## config.mk

```make
export PLATFORM = sky130hd
export DESIGN_NAME = bsc_queue
export DESIGN_NICKNAME = d
export VERILOG_FILES = /design/src/rtl/core/barometric_sensor_compensation_assert.svh /design/src/rtl/core/bsc_pkg.sv /design/src/rtl/core/bsc_queue.sv
export SDC_FILE = /design/constraint.sdc
export NUM_CORES = 1
export LEC_CHECK = 0
export ABC_AREA = 1
export BUFFER_PORTS_ARGS = -buffer_cell sky130_fd_sc_hd__buf_2
export CAP_MARGIN = 20
export CORE_ASPECT_RATIO = 1.4
export CORE_MARGIN = 8
export CORE_UTILIZATION = 65
export CTS_BUF_LIST = sky130_fd_sc_hd__clkbuf_4 sky130_fd_sc_hd__clkbuf_8
export DETAILED_ROUTE_END_ITERATION = 10
export PLACE_DENSITY = 0.86
export SYNTH_ARGS = -nofsm -noshare
export SYNTH_HDL_FRONTEND = slang
export SYNTH_SLANG_ARGS = --single-unit
```

## constraint.sdc

```tcl
create_clock -name clk -period 6.25 [get_ports clk]
set_input_delay 1.875 -clock clk [delete_from_list [all_inputs] [get_ports clk]]
set_output_delay 1.875 -clock clk [all_outputs]
set_load 0.02 [all_outputs]
```

## src/rtl/core/barometric_sensor_compensation_assert.svh

```systemverilog
// Assertion macros shared by the compensation block.
`ifndef BAROMETRIC_SENSOR_COMPENSATION_ASSERT_SVH
`define BAROMETRIC_SENSOR_COMPENSATION_ASSERT_SVH
`ifndef ASSERT_OFF
`define BSC_ASSERT(lbl, prop) \
	lbl: assert property (@(posedge clk) disable iff (!arst_n) prop) \
	else $error("assertion failed");
`define BSC_ASSERT_RST(lbl, prop) \
	lbl: assert property (@(posedge clk) prop) else $error("assertion failed");
`else
`define BSC_ASSERT(lbl, prop)
`define BSC_ASSERT_RST(lbl, prop)
`endif
`endif

```

## src/rtl/core/bsc_pkg.sv

```systemverilog
// Types, constants and helpers of the barometric compensation block.
package bsc_pkg;
	localparam int QDEPTH = 4;
	localparam int CFG_IDX_W = 8;

	localparam logic [CFG_IDX_W-1:0] REG_CAL_TEMP = 8'd0;
	localparam logic [CFG_IDX_W-1:0] REG_CAL_PA = 8'd1;
	localparam logic [CFG_IDX_W-1:0] REG_CAL_PB = 8'd2;
	localparam logic [CFG_IDX_W-1:0] REG_CAL_PC = 8'd3;

	localparam logic [63:0] T_OFFSET = 64'd128000;
	localparam logic [63:0] P_BASE = 64'd1048576;
	localparam logic [63:0] P_SCALE = 64'd3125;
	localparam logic [63:0] P_BIAS = 64'h0000_8000_0000_0000;
	localparam logic [31:0] C_ROUND = 32'd128;

	typedef struct packed {
		logic [19:0] adc_pressure;
		logic [19:0] adc_temperature;
	} sample_t;

	typedef struct packed {
		logic signed [31:0] temperature_centi;
		logic signed [31:0] fine_temperature;
		logic [31:0] pressure_q24_8;
		logic pressure_invalid;
	} result_t;

	typedef struct packed {
		logic [31:0] centi;
		logic [31:0] tfine;
		logic [19:0] adc_p;
	} qword_t;

	typedef struct packed {
		logic [15:0] t1, t2, t3;
		logic [15:0] p1, p2, p3, p4, p5, p6, p7, p8, p9;
	} cal_t;

	typedef enum logic [2:0] {
		ST_IDLE, ST_MUL, ST_POST, ST_DIV, ST_DSIGN, ST_OUT
	} state_t;

	typedef enum logic [3:0] {
		OP_SQ, OP_V2A, OP_V2B, OP_V1A, OP_V1B, OP_V1C, OP_NUM, OP_W1A, OP_W1B, OP_W2
	} op_t;

	function automatic logic [63:0] sx64(input logic [15:0] v);
		return {{48{v[15]}}, v};
	endfunction

	function automatic logic [31:0] sx32(input logic [15:0] v);
		return {{16{v[15]}}, v};
	endfunction
endpackage

```

## src/rtl/core/bsc_queue.sv

```systemverilog
// Short word queue between the front end and the pressure engine.
module bsc_queue import bsc_pkg::*; #(
	parameter int DEPTH = QDEPTH
) (
	input logic clk,
	input logic arst_n,
	input logic push,
	input qword_t wdata,
	output logic full,
	input logic pop,
	output logic not_empty,
	output qword_t rdata
);
	localparam int AW = (DEPTH > 1) ? $clog2(DEPTH) : 1;
	localparam int CW = $clog2(DEPTH + 1);

	qword_t mem_q [DEPTH];
	logic [AW-1:0] wp_q, rp_q;
	logic [CW-1:0] cnt_q;

	assign full = (cnt_q == CW'(DEPTH));
	assign not_empty = (cnt_q != '0);
	assign rdata = mem_q[rp_q];

	always_ff @(posedge clk) begin
		if (push) begin
			mem_q[wp_q] <= wdata;
		end
	end

	always_ff @(posedge clk or negedge arst_n) begin
		if (!arst_n) begin
			wp_q <= '0;
			rp_q <= '0;
			cnt_q <= '0;
		end else begin
			if (push) begin
				wp_q <= (wp_q == AW'(DEPTH - 1)) ? '0 : wp_q + 1'b1;
			end
			if (pop) begin
				rp_q <= (rp_q == AW'(DEPTH - 1)) ? '0 : rp_q + 1'b1;
			end
			cnt_q <= cnt_q + CW'(push) - CW'(pop);
		end
	end
endmodule

```

======== Yosys cells after proc, flatten, opt, wreduce, memory -nomap -nowiden ========
Memories as Yosys holds them, arrays and structs flattened.
Cells that the tools add are included.
storage, ports and cells
  register bits after elaboration ......... 7
  memory bits (writable) .................. 336
  input bits .............................. 88
  output and inout port bits .............. 86
  logic and storage cells ................. 16
  memories ................................ 1
cells by class
  $add $sub $neg .......................... 4
  equal/unequal tests ..................... 3
  mux-type cells .......................... 4
  reductions and logical operators ........ 1
memory list
  name   words  bits a word  read ports  clocked after Yosys merged registers in  write ports  RTL line         source
  mem_q  4      84           1           0                                        1            bsc_queue.sv:17  qword_t mem_q [DEPTH];
operator list
  cell                                          count
  adder 2 x 1 -> 2 bit (second input constant)  2
  equality test 2 bit (second input constant)   2
  2-to-1 mux 2 bit                              2
  adder 3 x 1 -> 3 bit                          1
  equality test 3 bit (second input constant)   1
  nonzero test 3 bit                            1
  subtractor 3 x 1 -> 3 bit                     1
  2-to-1 mux 1 bit                              2

======== Logic depth before layout (Yosys ltp) ========
  depth after elaboration ................. 2
  gate-level depth with buffers ........... 7
  mapped depth without buffers ............ 7

======== Worst setup path before layout ========
No wires, ideal clock.
  path type ............................... input-to-reg
  start ................................... input port push
  end ..................................... memory mem_q[2][0] in the netlist's numbering (enable)
  setup time .............................. 0.438 ns
  data arrival time ....................... 3.540 ns
  required time ........................... 5.812 ns
  path slack .............................. 2.272 ns
  cell stages on the path ................. 2
  buffers on the path ..................... 0
  path through ............................ nand2_1 -> inv_1
on the way
  cells in the longest elaborated chain, start to end .. 2
ends and longest elaborated chain
  what                                    RTL line         source
  start, declared                         bsc_queue.sv:7   input logic push,
  2-to-1 mux 1 bit                        bsc_queue.sv:26  if (push) begin
  2-to-1 mux 1 bit (not written as such)  bsc_queue.sv:27  mem_q[wp_q] <= wdata;
  end, declared                           bsc_queue.sv:17
No other way between the ends.

==> results.md <==
* Nature of the critical path endpoint: output pin
* Die Area at about 0.027 mm²
* Gpl congestion at 0.745
* Final period util at 81.0%
* Final min period at between 5 and 6 ns
* Sequential Area at approximately 0.010 mm²
* Synth top area cells: edfxtp_1, nand2_1, inv_1, nand3_1, dfrtp_1
* Die Span X at roughly 140 µm
* Startpoint Class: flip-flop
* Largest net degree at the start of global routing at between 90 and 100
* Worst Path Class, Setup: flip-flop to output pin
* Slowest stage cell, crit path: dfrtp_4
* Fin. Hold Viols at 0
* Detailed Routing Iterations Pass 1 at 5
* GRT Util Overall at between 20 and 25%
* Hold Crit Endpoint: cnt_q[2]
* Worst-margin pin slew at ~1.1 ns
* Wirelength per Cell at around 16 µm
* Most common cell after layout, fill and taps aside: nand2_1
* Worst-path clk slew at about 0.060 ns
* Fraction of the yosys area taken by sequential cells at 70.7%
* Pleak at 0.00779 µW
* Mapped Area at approximately 0.015 mm²
* Max Buffers Root-to-Sink at 3
* Hold Path Class: flip-flop to flip-flop
* Worst setup margin at between 1 and 1.5 ns
* TritonCTS sink count at 343
* Final Max Tran Viols at 0
* Num CTS Buffers at 47
* Setup bufs post-CTS at 0
* DRT iter0 DRCs at 802
* Core area at 0.0219 mm²
* # IOs at 174
* Design Power at 7300 µW
* DR vias at about 9.5k
* Worst flop-to-flop path endpoint: mem_q[2][24]
* # DRC at 0
* Worst rel slew slack at about 28%
* Std cell rows at 64
* Fillers at ~1.4k
* Placed cell area at between 0.015 and 0.02 mm²
* Post-cts resize count at 0
* Clk_lat worst skew at between 0.5 and 0.6 ns
* Setup violators final at 0
* Cell Pwr Density at 443 mW/mm²
* Worst vdd ir at about 0.38 mV
* Most frequent cells in the layout: nand2_1, inv_1, edfxtp_1, buf_2, nand3_1
* Synthesized instance count at between 1k and 1.5k
* Reg2reg setup slack at 3.73 ns
* Initial antenna violation count at 9
* CTS Root Cell: clkbuf_8
* Dpl cells at between 1.5k and 2k
* Vias in the first global route at 10.1k
* Setup Slack @ Placement at approximately 1.8 ns
* Min-delay src: cnt_q[2]
* Share of layout cells above drive strength 1 at roughly 17%
* Port bufs at 173
* Non-Filler Instances at about 1.9k
* Reg2reg start: wp_q[0]
* Starting density of the core at about two thirds
* DRT Wirelength at around 30 mm
* Syn_nets at approximately 1.5k
* CTS tree: yes
* Synth area leader: edfxtp_1
* YS warnings at 0
* Final Cell Area at ~0.016 mm²
* Worst R2R Path Depth at 5
* Gr ovfl total at 0
* P&R area growth vs syn at 13.5%
* RSZ-0062 raised after global routing: false
* Multi-input gate area at between 0.002 and 0.003 mm²
* H-tree depth at 2
* WP data required at between 4 and 5 ns
* Synth Area per Inst at between 10 and 15 µm²
* Top achievable clock speed at 197 MHz
* CP Cell Sequence: inv_4 > buf_12 > nand2_1 > nand3_1 > nand2_1 > buf_2
* Max-Cap Viols at 0
* Synth Register Bits at roughly 340
* Outcome: completed
* Via/cell ratio at around 5.0
* Nets at around 1.6k
* Setup TNS Final at 0 ns
* Clk_skew at 0.0141 ns
* Yosys top cell area share at just under 70%
* Hold-fix buffers, CTS at 0
* Crit-path max FO at 93
* Most frequent CP cell: nand2_1
* Post-synth cell types at 17
* Hold path depth at 3
* DP Wirelength at between 15 and 20 mm
* Max stage delay on crit path at ~1.1 ns
* First-pass GRT wire length at about 48 mm
* ANT nets after route at 0
* Critical Path AT at approximately 3.2 ns
* Die height at a little under 200 µm
==> final cells by class <==
cell class	instances	area share, %
Sequential cell	343	62.3
Multi-Input combinational cell	619	15.9
Inverter	349	8.00
Timing Repair Buffer	184	5.95
Clock buffer	68	5.03
Tap cell	297	2.25
Clock inverter	14	0.395
Antenna cell	7	0.106
==> cell families (layout without fill, tap and decap cells) <==
logic type,after synthesis,count (layout),synth area share [%]
flops,343,343,70.7
other cells,0,7,0
buf+inv,404,615,11.2
fa+ha+maj,8,8,0.741
simple gates,607,607,17.2
compound gates,4,4,0.138
==> flip-flops by register name, summed over array words and instances (netlist names) <==
register / count
mem_q: 336
cnt_q: 3
rp_q: 2
wp_q: 2
==> through the flow <==
stage / hold slack, ns / util, %
after floorplan: 0.536 / -
after global placement: 0.553 / 71.1
after detailed placement: 0.584 / 71.1
after CTS: 0.596 / 75.2
after global routing: 0.642 / 75.4
final: 0.592 / 75.4
==> Yosys cell counts <==
master,n
nor3_1,1
buf_2,33
buf_6,2
buf_4,15
dfrtp_1,7
clkbuf_1,5
nand3_1,170
nand3b_1,1
o21ai_0,3
ha_1,7
nor2_1,2
o21ai_1,1
inv_1,347
inv_2,2
nand2_1,433
edfxtp_1,336
fa_1,1
==> routing by layer <==
layer	part of all wire, %	wire length [µm]	vias to the layer above	global-route usage, %
met2	53	15900	305	39.7
li1	-	-	4623	-
met5	0.083	25	-	0
met4	3.1	922	4	11.1
met1	37	11300	4459	24.6
met3	6.6	2000	73	4.85
==> worst max-delay path by stage <==
| stage | startpoint | to | slack (ns) | depth (start not counted) |
|---|---|---|---|---|
| 5_1_grt | rp_q[0] | rdata[8] | 0.93 | 6 |
| 2_1_floorplan | push | mem_q[2][0] | 2.27 | 2 |
| 3_5_place_dp | rp_q[0] | rdata[8] | 1.80 | 6 |
| 4_1_cts | rp_q[0] | rdata[8] | 1.21 | 6 |
| 6_report | rp_q[0] | rdata[8] | 1.19 | 6 |
| 3_3_place_gp | rp_q[0] | rdata[28] | 1.84 | 6 |
==> power breakdown <==
part | leakage [µW] | switching [µW] | internal [µW]
clock network | 0.000484 | 778 | 852
registers | 0.00317 | 159 | 2950
logic | 0.00413 | 1830 | 723
total | 0.00779 | 2770 | 4530
==> worst max-delay path, delay by kind of cell (launching register included) <==
family	cells	cell delay (ns)
buffers and inverters	3	1.12
AND/OR/NAND/NOR	3	0.34
flip-flops	1	1.08
No activity file was read; power rests on OpenSTA's default activity.
