File: src/rtl/core/barometric_sensor_compensation_assert.svh
// Assertion macros shared by the compensation block.
`ifndef BAROMETRIC_SENSOR_COMPENSATION_ASSERT_SVH
`define BAROMETRIC_SENSOR_COMPENSATION_ASSERT_SVH
`ifndef ASSERT_OFF
`define BSC_ASSERT(lbl, prop) \
	lbl: assert property (@(posedge clk) disable iff (!arst_n) prop) \
	else $error("assertion failed");
`define BSC_ASSERT_RST(lbl, prop) \
	lbl: assert property (@(posedge clk) prop) else $error("assertion failed");
`else
`define BSC_ASSERT(lbl, prop)
`define BSC_ASSERT_RST(lbl, prop)
`endif
`endif

File: src/rtl/core/bsc_pkg.sv
// Types, constants and helpers of the barometric compensation block.
package bsc_pkg;
	localparam int QDEPTH = 4;
	localparam int CFG_IDX_W = 8;

	localparam logic [CFG_IDX_W-1:0] REG_CAL_TEMP = 8'd0;
	localparam logic [CFG_IDX_W-1:0] REG_CAL_PA = 8'd1;
	localparam logic [CFG_IDX_W-1:0] REG_CAL_PB = 8'd2;
	localparam logic [CFG_IDX_W-1:0] REG_CAL_PC = 8'd3;

	localparam logic [63:0] T_OFFSET = 64'd128000;
	localparam logic [63:0] P_BASE = 64'd1048576;
	localparam logic [63:0] P_SCALE = 64'd3125;
	localparam logic [63:0] P_BIAS = 64'h0000_8000_0000_0000;
	localparam logic [31:0] C_ROUND = 32'd128;

	typedef struct packed {
		logic [19:0] adc_pressure;
		logic [19:0] adc_temperature;
	} sample_t;

	typedef struct packed {
		logic signed [31:0] temperature_centi;
		logic signed [31:0] fine_temperature;
		logic [31:0] pressure_q24_8;
		logic pressure_invalid;
	} result_t;

	typedef struct packed {
		logic [31:0] centi;
		logic [31:0] tfine;
		logic [19:0] adc_p;
	} qword_t;

	typedef struct packed {
		logic [15:0] t1, t2, t3;
		logic [15:0] p1, p2, p3, p4, p5, p6, p7, p8, p9;
	} cal_t;

	typedef enum logic [2:0] {
		ST_IDLE, ST_MUL, ST_POST, ST_DIV, ST_DSIGN, ST_OUT
	} state_t;

	typedef enum logic [3:0] {
		OP_SQ, OP_V2A, OP_V2B, OP_V1A, OP_V1B, OP_V1C, OP_NUM, OP_W1A, OP_W1B, OP_W2
	} op_t;

	function automatic logic [63:0] sx64(input logic [15:0] v);
		return {{48{v[15]}}, v};
	endfunction

	function automatic logic [31:0] sx32(input logic [15:0] v);
		return {{16{v[15]}}, v};
	endfunction
endpackage

File: src/rtl/core/bsc_front.sv
// Front end: accepts raw samples and runs the temperature compensation pipeline.
module bsc_front import bsc_pkg::*; (
	input logic clk,
	input logic arst_n,
	input logic sample_valid,
	output logic sample_stall,
	input sample_t sample,
	input cal_t cal,
	input logic q_full,
	output logic q_push,
	output qword_t q_word
);
	logic en;
	logic v_s1, v_s2, v_s3;
	logic [31:0] m1_s1, m2_s1, tv1_s2, m3_s2, tfine_s3, centi_s3;
	logic [19:0] adcp_s1, adcp_s2, adcp_s3;
	logic [31:0] adct, d1, d2, tfine, t5;

	assign en = !(v_s3 && q_full);
	assign sample_stall = !en;
	assign q_push = v_s3 && !q_full;
	assign q_word = '{centi: centi_s3, tfine: tfine_s3, adc_p: adcp_s3};

	assign adct = {12'b0, sample.adc_temperature};
	assign d1 = (adct >> 3) - {15'b0, cal.t1, 1'b0};
	assign d2 = (adct >> 4) - {16'b0, cal.t1};
	assign tfine = tv1_s2 + 32'($signed(m3_s2) >>> 14);
	assign t5 = (tfine << 2) + tfine + C_ROUND;

	always_ff @(posedge clk or negedge arst_n) begin
		if (!arst_n) begin
			v_s1 <= 1'b0;
			v_s2 <= 1'b0;
			v_s3 <= 1'b0;
		end else if (en) begin
			v_s1 <= sample_valid;
			v_s2 <= v_s1;
			v_s3 <= v_s2;
		end
	end

	always_ff @(posedge clk) begin
		if (en) begin
			m1_s1 <= d1 * sx32(cal.t2);
			m2_s1 <= d2 * d2;
			adcp_s1 <= sample.adc_pressure;
			tv1_s2 <= 32'($signed(m1_s1) >>> 11);
			m3_s2 <= 32'($signed(m2_s1) >>> 12) * sx32(cal.t3);
			adcp_s2 <= adcp_s1;
			tfine_s3 <= tfine;
			centi_s3 <= 32'($signed(t5) >>> 8);
			adcp_s3 <= adcp_s2;
		end
	end
endmodule

File: config.mk
export PLATFORM = sky130hd
export DESIGN_NAME = bsc_front
export DESIGN_NICKNAME = d
export VERILOG_FILES = /design/src/rtl/core/barometric_sensor_compensation_assert.svh /design/src/rtl/core/bsc_pkg.sv /design/src/rtl/core/bsc_front.sv
export SDC_FILE = /design/constraint.sdc
export NUM_CORES = 2
export LEC_CHECK = 0
export BUFFER_PORTS_ARGS = -buffer_cell sky130_fd_sc_hd__buf_2
export CORE_MARGIN = 5
export CORE_UTILIZATION = 43
export CTS_CLUSTER_SIZE = 24
export DETAILED_ROUTE_END_ITERATION = 7
export GPL_TIMING_DRIVEN = 1
export PLACE_DENSITY = 0.62
export RECOVER_POWER = 50
export SLEW_MARGIN = 20
export SYNTH_ARGS = -nofsm -noshare
export SYNTH_HDL_FRONTEND = slang
export SYNTH_SLANG_ARGS = --single-unit
File: constraint.sdc
create_clock -name clk -period 19.76 [get_ports clk]
set_clock_uncertainty 0.2 [all_clocks]
set_input_delay 3.952 -clock clk [delete_from_list [all_inputs] [get_ports clk]]
set_output_delay 3.952 -clock clk [all_outputs]
set_load 0.05 [all_outputs]
After elaboration in Yosys (flattened, before gate mapping)
Index checks and enable logic that the tools add are counted.

Add/sub/neg operators: 5. Multiply operators: 3. Reduce and logical (&&, ||, !) cells: 3.

Operators by type and width (number): multiplier 17 x 17 -> 32 bit (1); multiplier 18 x 16 -> 32 bit (1); multiplier 20 x 16 -> 32 bit (1); adder 25 x 9 -> 26 bit, second input constant (1); adder 24 x 22 -> 25 bit (1); adder 21 x 18 -> 22 bit (1); subtractor 17 x 17 -> 18 bit (1); subtractor 16 x 16 -> 17 bit (1); logical AND 1 bit (2); zero test 1 bit (1).

Register bits after elaboration: 220. Bits of input ports: 236. Output and inout bits: 86. Logic and storage cells: 23.

Depth between registers and ports, before layout
Depth after elaboration: 3. Gate-level depth with buffers: 37. Depth with buffers taken out: 36.

Worst setup path before layout
OpenSTA, ideal clock, no wires.

Kind: input to output. Start point: input q_full. End point: output sample_stall. Arrival: 9.240 ns. Data required time: 15.608 ns. Path slack: 6.368 ns. Stages on the path: 2. Path buffers: 0. Path through: nand2_1 inv_1.

Longest elaborated chain between the ends: 1.

Ends and longest elaborated chain: from (decl) (line bsc_front.sv:9) `input logic q_full,`; logical AND 1 bit (line bsc_front.sv:19) `assign en = !(v_s3 && q_full);`; to (decl) (line bsc_front.sv:6) `output logic sample_stall,`.

Every way passes these cells.

Worst setup path in the final report
Start point: input sample[4] (netlist bit). End point: register m2_s1[31], data pin.

Longest elaborated chain between the ends: 2.

Ends and longest elaborated chain: from (decl) (line bsc_front.sv:7) `input sample_t sample,`; subtractor 16 x 16 -> 17 bit (line bsc_front.sv:26) `assign d2 = (adct >> 4) - {16'b0, cal.t1};`; multiplier 17 x 17 -> 32 bit (line bsc_front.sv:45) `m2_s1 <= d2 * d2;`; to (signal assigned) (line bsc_front.sv:45); to (decl) (line bsc_front.sv:15) `logic [31:0] m1_s1, m2_s1, tv1_s2, m3_s2, tfine_s3, centi_s3;`.

Every way passes these cells. A chain may end at the register's enable or synchronous reset.

==> results.txt <==
----------------------------------------------------
[Setup path]
  Worst setup slack for register-to-register paths ... 12.53 ns
  Kind of launch point of the worst setup path ... input port
  Data arrival time at the worst-slack endpoint ... 13.10 ns
  Critical path fanouts, max ... 34
  CP dominant cell by count ... sky130_fd_sc_hd__fa_1
  Category of the worst setup path capture point ... flop
  Kind of cell adding the most delay to the critical path ... adder cells
  Stage delay of the slowest cell on the critical path ... 0.78 ns
  Worst path buffer plus inverter count ... 6
  Required time of the critical path ... 19.73 ns
  Path type of the worst setup path ... input port to flop
  Slowest CP cell ... sky130_fd_sc_hd__fa_1

[Clock tree]
  Resized Gates After CTS ... 0
  Post-CTS repair timing setup buffer count ... 0
  H-tree lvl count ... 4
  Clock input transition at the sequential cells of the worst setup and hold paths ... 0.08 ns
  CTS max path bufs ... 2
  Post-cts hold buffer count ... 0
  Clock Tree Root ... sky130_fd_sc_hd__clkbuf_16
  Clock tree from TritonCTS ... built
  TritonCTS Buffers ... 17
  Number of sinks driven by the clock tree ... 183
  Clock latency at the later pin of the worst-skew pair ... 0.46 ns

[Timing]
  Worst setup slack after layout ... 6.636 ns
  Relative slew margins ... -1.313
  Count of final max-slew check failures ... 113
  Number of failing setup endpoints in the final timing report ... 0
  Maximum frequency from static timing analysis ... 0.07619 GHz
  Final period demand of the worst path ... 13.12 ns
  RSZ-0062 raised after global routing ... false
  Post-route setup TNS ... 0 ns
  Share of the cycle needed by the critical path after routing ... 0.6642
  Measured slew at the worst slew-check pin ... 3.469 ns
  Final count of hold timing violations ... 0

[Yosys]
  Dominant cell type by area after synthesis ... sky130_fd_sc_hd__fa_1
  Avg Inst Size Synth ... 9.984 sq um
  Cells after Synth ... 3729
  Total of warnings raised by yosys ... 0
  Register bit total from synthesis ... 183
  Number of distinct standard cells referenced by the synthesized netlist ... 64
  Synth area leaders ... sky130_fd_sc_hd__fa_1 44%, sky130_fd_sc_hd__edfxtp_1 15%, sky130_fd_sc_hd__ha_1 11%, sky130_fd_sc_hd__inv_1 9.6%, sky130_fd_sc_hd__nand2_1 4.8%
  Number of nets produced by synthesis ... 5097
  Asr flop ratio synth ... 0.01639
  Post-synth design cell area ... 37230 sq um
  Sequential-to-total area share from yosys stat ... 0.1472
  Post-synth EDFFs ... 180
  Leading register cell type out of synthesis ... sky130_fd_sc_hd__edfxtp_1
  Top cell type's share of synthesized area ... 0.4377

[Placement]
  Placer congestion estimate ... 0.8574
  Worst setup timing slack at the placement stage ... 6.182 ns
  Number of placed instances, taps included ... 4956
  Port-buffer cells ... 174
  Detailed Place HPWL ... 67340 um

[Layout]
  Top library cells by usage in the layout, fill and taps aside ... 952 x sky130_fd_sc_hd__inv_1, 814 x sky130_fd_sc_hd__fa_1, 473 x sky130_fd_sc_hd__nand2_1, 318 x sky130_fd_sc_hd__ha_1, 201 x sky130_fd_sc_hd__and2_1
  Leading cell type in the layout, fill and taps excluded ... sky130_fd_sc_hd__inv_1
  NumNets Final ... 5188
  Final Non-Filler Cells ... 4990
  Share of post-route cells with drive strength above 1 ... 0.05453
  Synth-to-layout area growth ... 6.839%

[Global routing]
  GRT overflow ... 0
  Pin count of the biggest net entering global routing ... 76
  Total Routing Usage GR ... 0.1896
  Number of global-route vias before repair ... 26.71k
  Global-route wire length before repair ... 140900 um
  Initial antenna violation count ... 2

[Outcome]
  Violations in the final reports ... max-capacitance violations, max-slew violations
  Run status ... complete, but fails checks

[Floorplan]
  Count of boundary I/O pins ... 322
  Die Y ... 304.3 um
  Number of cell rows ... 108
  Core Footprint ... 86350 sq um
  Initial Utilization ... 0.4312
  Floorplan die width ... 304.3 um
  Area enclosed by the die boundary ... 92570 sq um

[Drt]
  Met2 WL ... 40770 um
  DRC violation total after the first TritonRoute iteration ... 1166
  Post-route antenna net violation count ... 0
  Routed metal-1 wirelength ... 36630 um
  Routed wire length on met3 ... 5339 um
  Vias per inst ... 4.886
  Total via count in the routed design ... 24.38k
  Highest routed metal layer ... met4
  Avg WL per Cell ... 16.95 um
  Detailed-router iteration count before antenna repair ... 7
  WL final ... 84590 um
  DRC violation count after routing ... 0

[Min path]
  Worst hold-check path type ... flop to flop

[Job]
  Max-cap check violation count ... 2

----------------------------------------------------
==> layer usage <==
| metal | GRT usage | vias up |
|---|---|---|
| met4 | 0.04625 | 0 |
| met1 | 0.2592 | 12360 |
| met3 | 0.03347 | 113 |
| li1 | - | 11220 |
| met2 | 0.3180 | 686 |
| met5 | 0 | - |
==> final timing paths <==
| path | from | to | depth (start not counted) |
|---|---|---|---|
| worst max-delay path | sample[4] | m2_s1[31] | 33 |
| min in group asynchronous | arst_n | v_s2 | 1 |
| worst max register to register | m2_s1[16] | m3_s2[30] | 23 |
| max in group asynchronous | arst_n | v_s3 | 1 |
| worst min-delay path | adcp_s1[12] | adcp_s2[12] | 0 |
| worst min register to register | adcp_s1[12] | adcp_s2[12] | 0 |
==> layout make-up <==
class | count | area (sq um)
antenna | 2 | 5.005
clock buffer | 17 | 425.4
clock inverter | 15 | 202.7
fill | 8236 | 46570
inverter | 960 | 3603
multi-input combinational | 2447 | 27550
sequential | 183 | 5480
tap | 1155 | 1445
timing repair buffer | 211 | 1070
==> per-stage QoR <==
step           hold WS (ns)  utilization  cell area, sq um
6_report             0.2144       0.4607             39780
5_1_grt              0.2237       0.4607             39780
4_1_cts              0.2171       0.4618             39870
3_5_place_dp         0.2045       0.4545             39240
3_3_place_gp         0.2008       0.4545             39240
2_1_floorplan        0.2003            -             37230
==> flip-flops by register name (all words and copies together), names as in the netlist <==
register and count:
v_s2 1, centi_s3 18, tv1_s2 21, m2_s1 20, m3_s2 18, adcp_s2 20, adcp_s3 20, v_s3 1
tfine_s3 22, adcp_s1 20, m1_s1 21, v_s1 1
==> kinds of logic after synthesis <==
logic type               synth area share
flip-flops                         0.1472
AO/OA/AOI/OAI                     0.03925
XOR/XNOR                          0.03596
adder cells (fa/ha/maj)            0.5445
AND/OR/NAND/NOR                    0.1188
multiplexers                    0.0009073
buffers and inverters              0.1133
==> cell usage after synthesis, types with 7 or more instances <==
cell                         n
sky130_fd_sc_hd__a21o_1     33
sky130_fd_sc_hd__a21oi_1    49
sky130_fd_sc_hd__nor2_1    135
sky130_fd_sc_hd__xor2_1     35
sky130_fd_sc_hd__and3_1      7
sky130_fd_sc_hd__a31oi_1    15
sky130_fd_sc_hd__nor2b_1    32
sky130_fd_sc_hd__nand2b_1   32
sky130_fd_sc_hd__buf_4      24
sky130_fd_sc_hd__xnor2_1   109
sky130_fd_sc_hd__nand3_1    16
sky130_fd_sc_hd__a211oi_1   11
sky130_fd_sc_hd__nor3_1     26
sky130_fd_sc_hd__or3_1      10
sky130_fd_sc_hd__nand2_1   473
sky130_fd_sc_hd__and2_1    202
sky130_fd_sc_hd__clkbuf_1  109
sky130_fd_sc_hd__edfxtp_1  180
sky130_fd_sc_hd__o21a_1     21
sky130_fd_sc_hd__clkinv_1    8
sky130_fd_sc_hd__inv_1     952
sky130_fd_sc_hd__ha_1      318
sky130_fd_sc_hd__fa_1      814
sky130_fd_sc_hd__o21ai_0    27
Power is not shown: default switching activity piles up to over one toggle a cycle in this logic, so the estimate is an artifact.
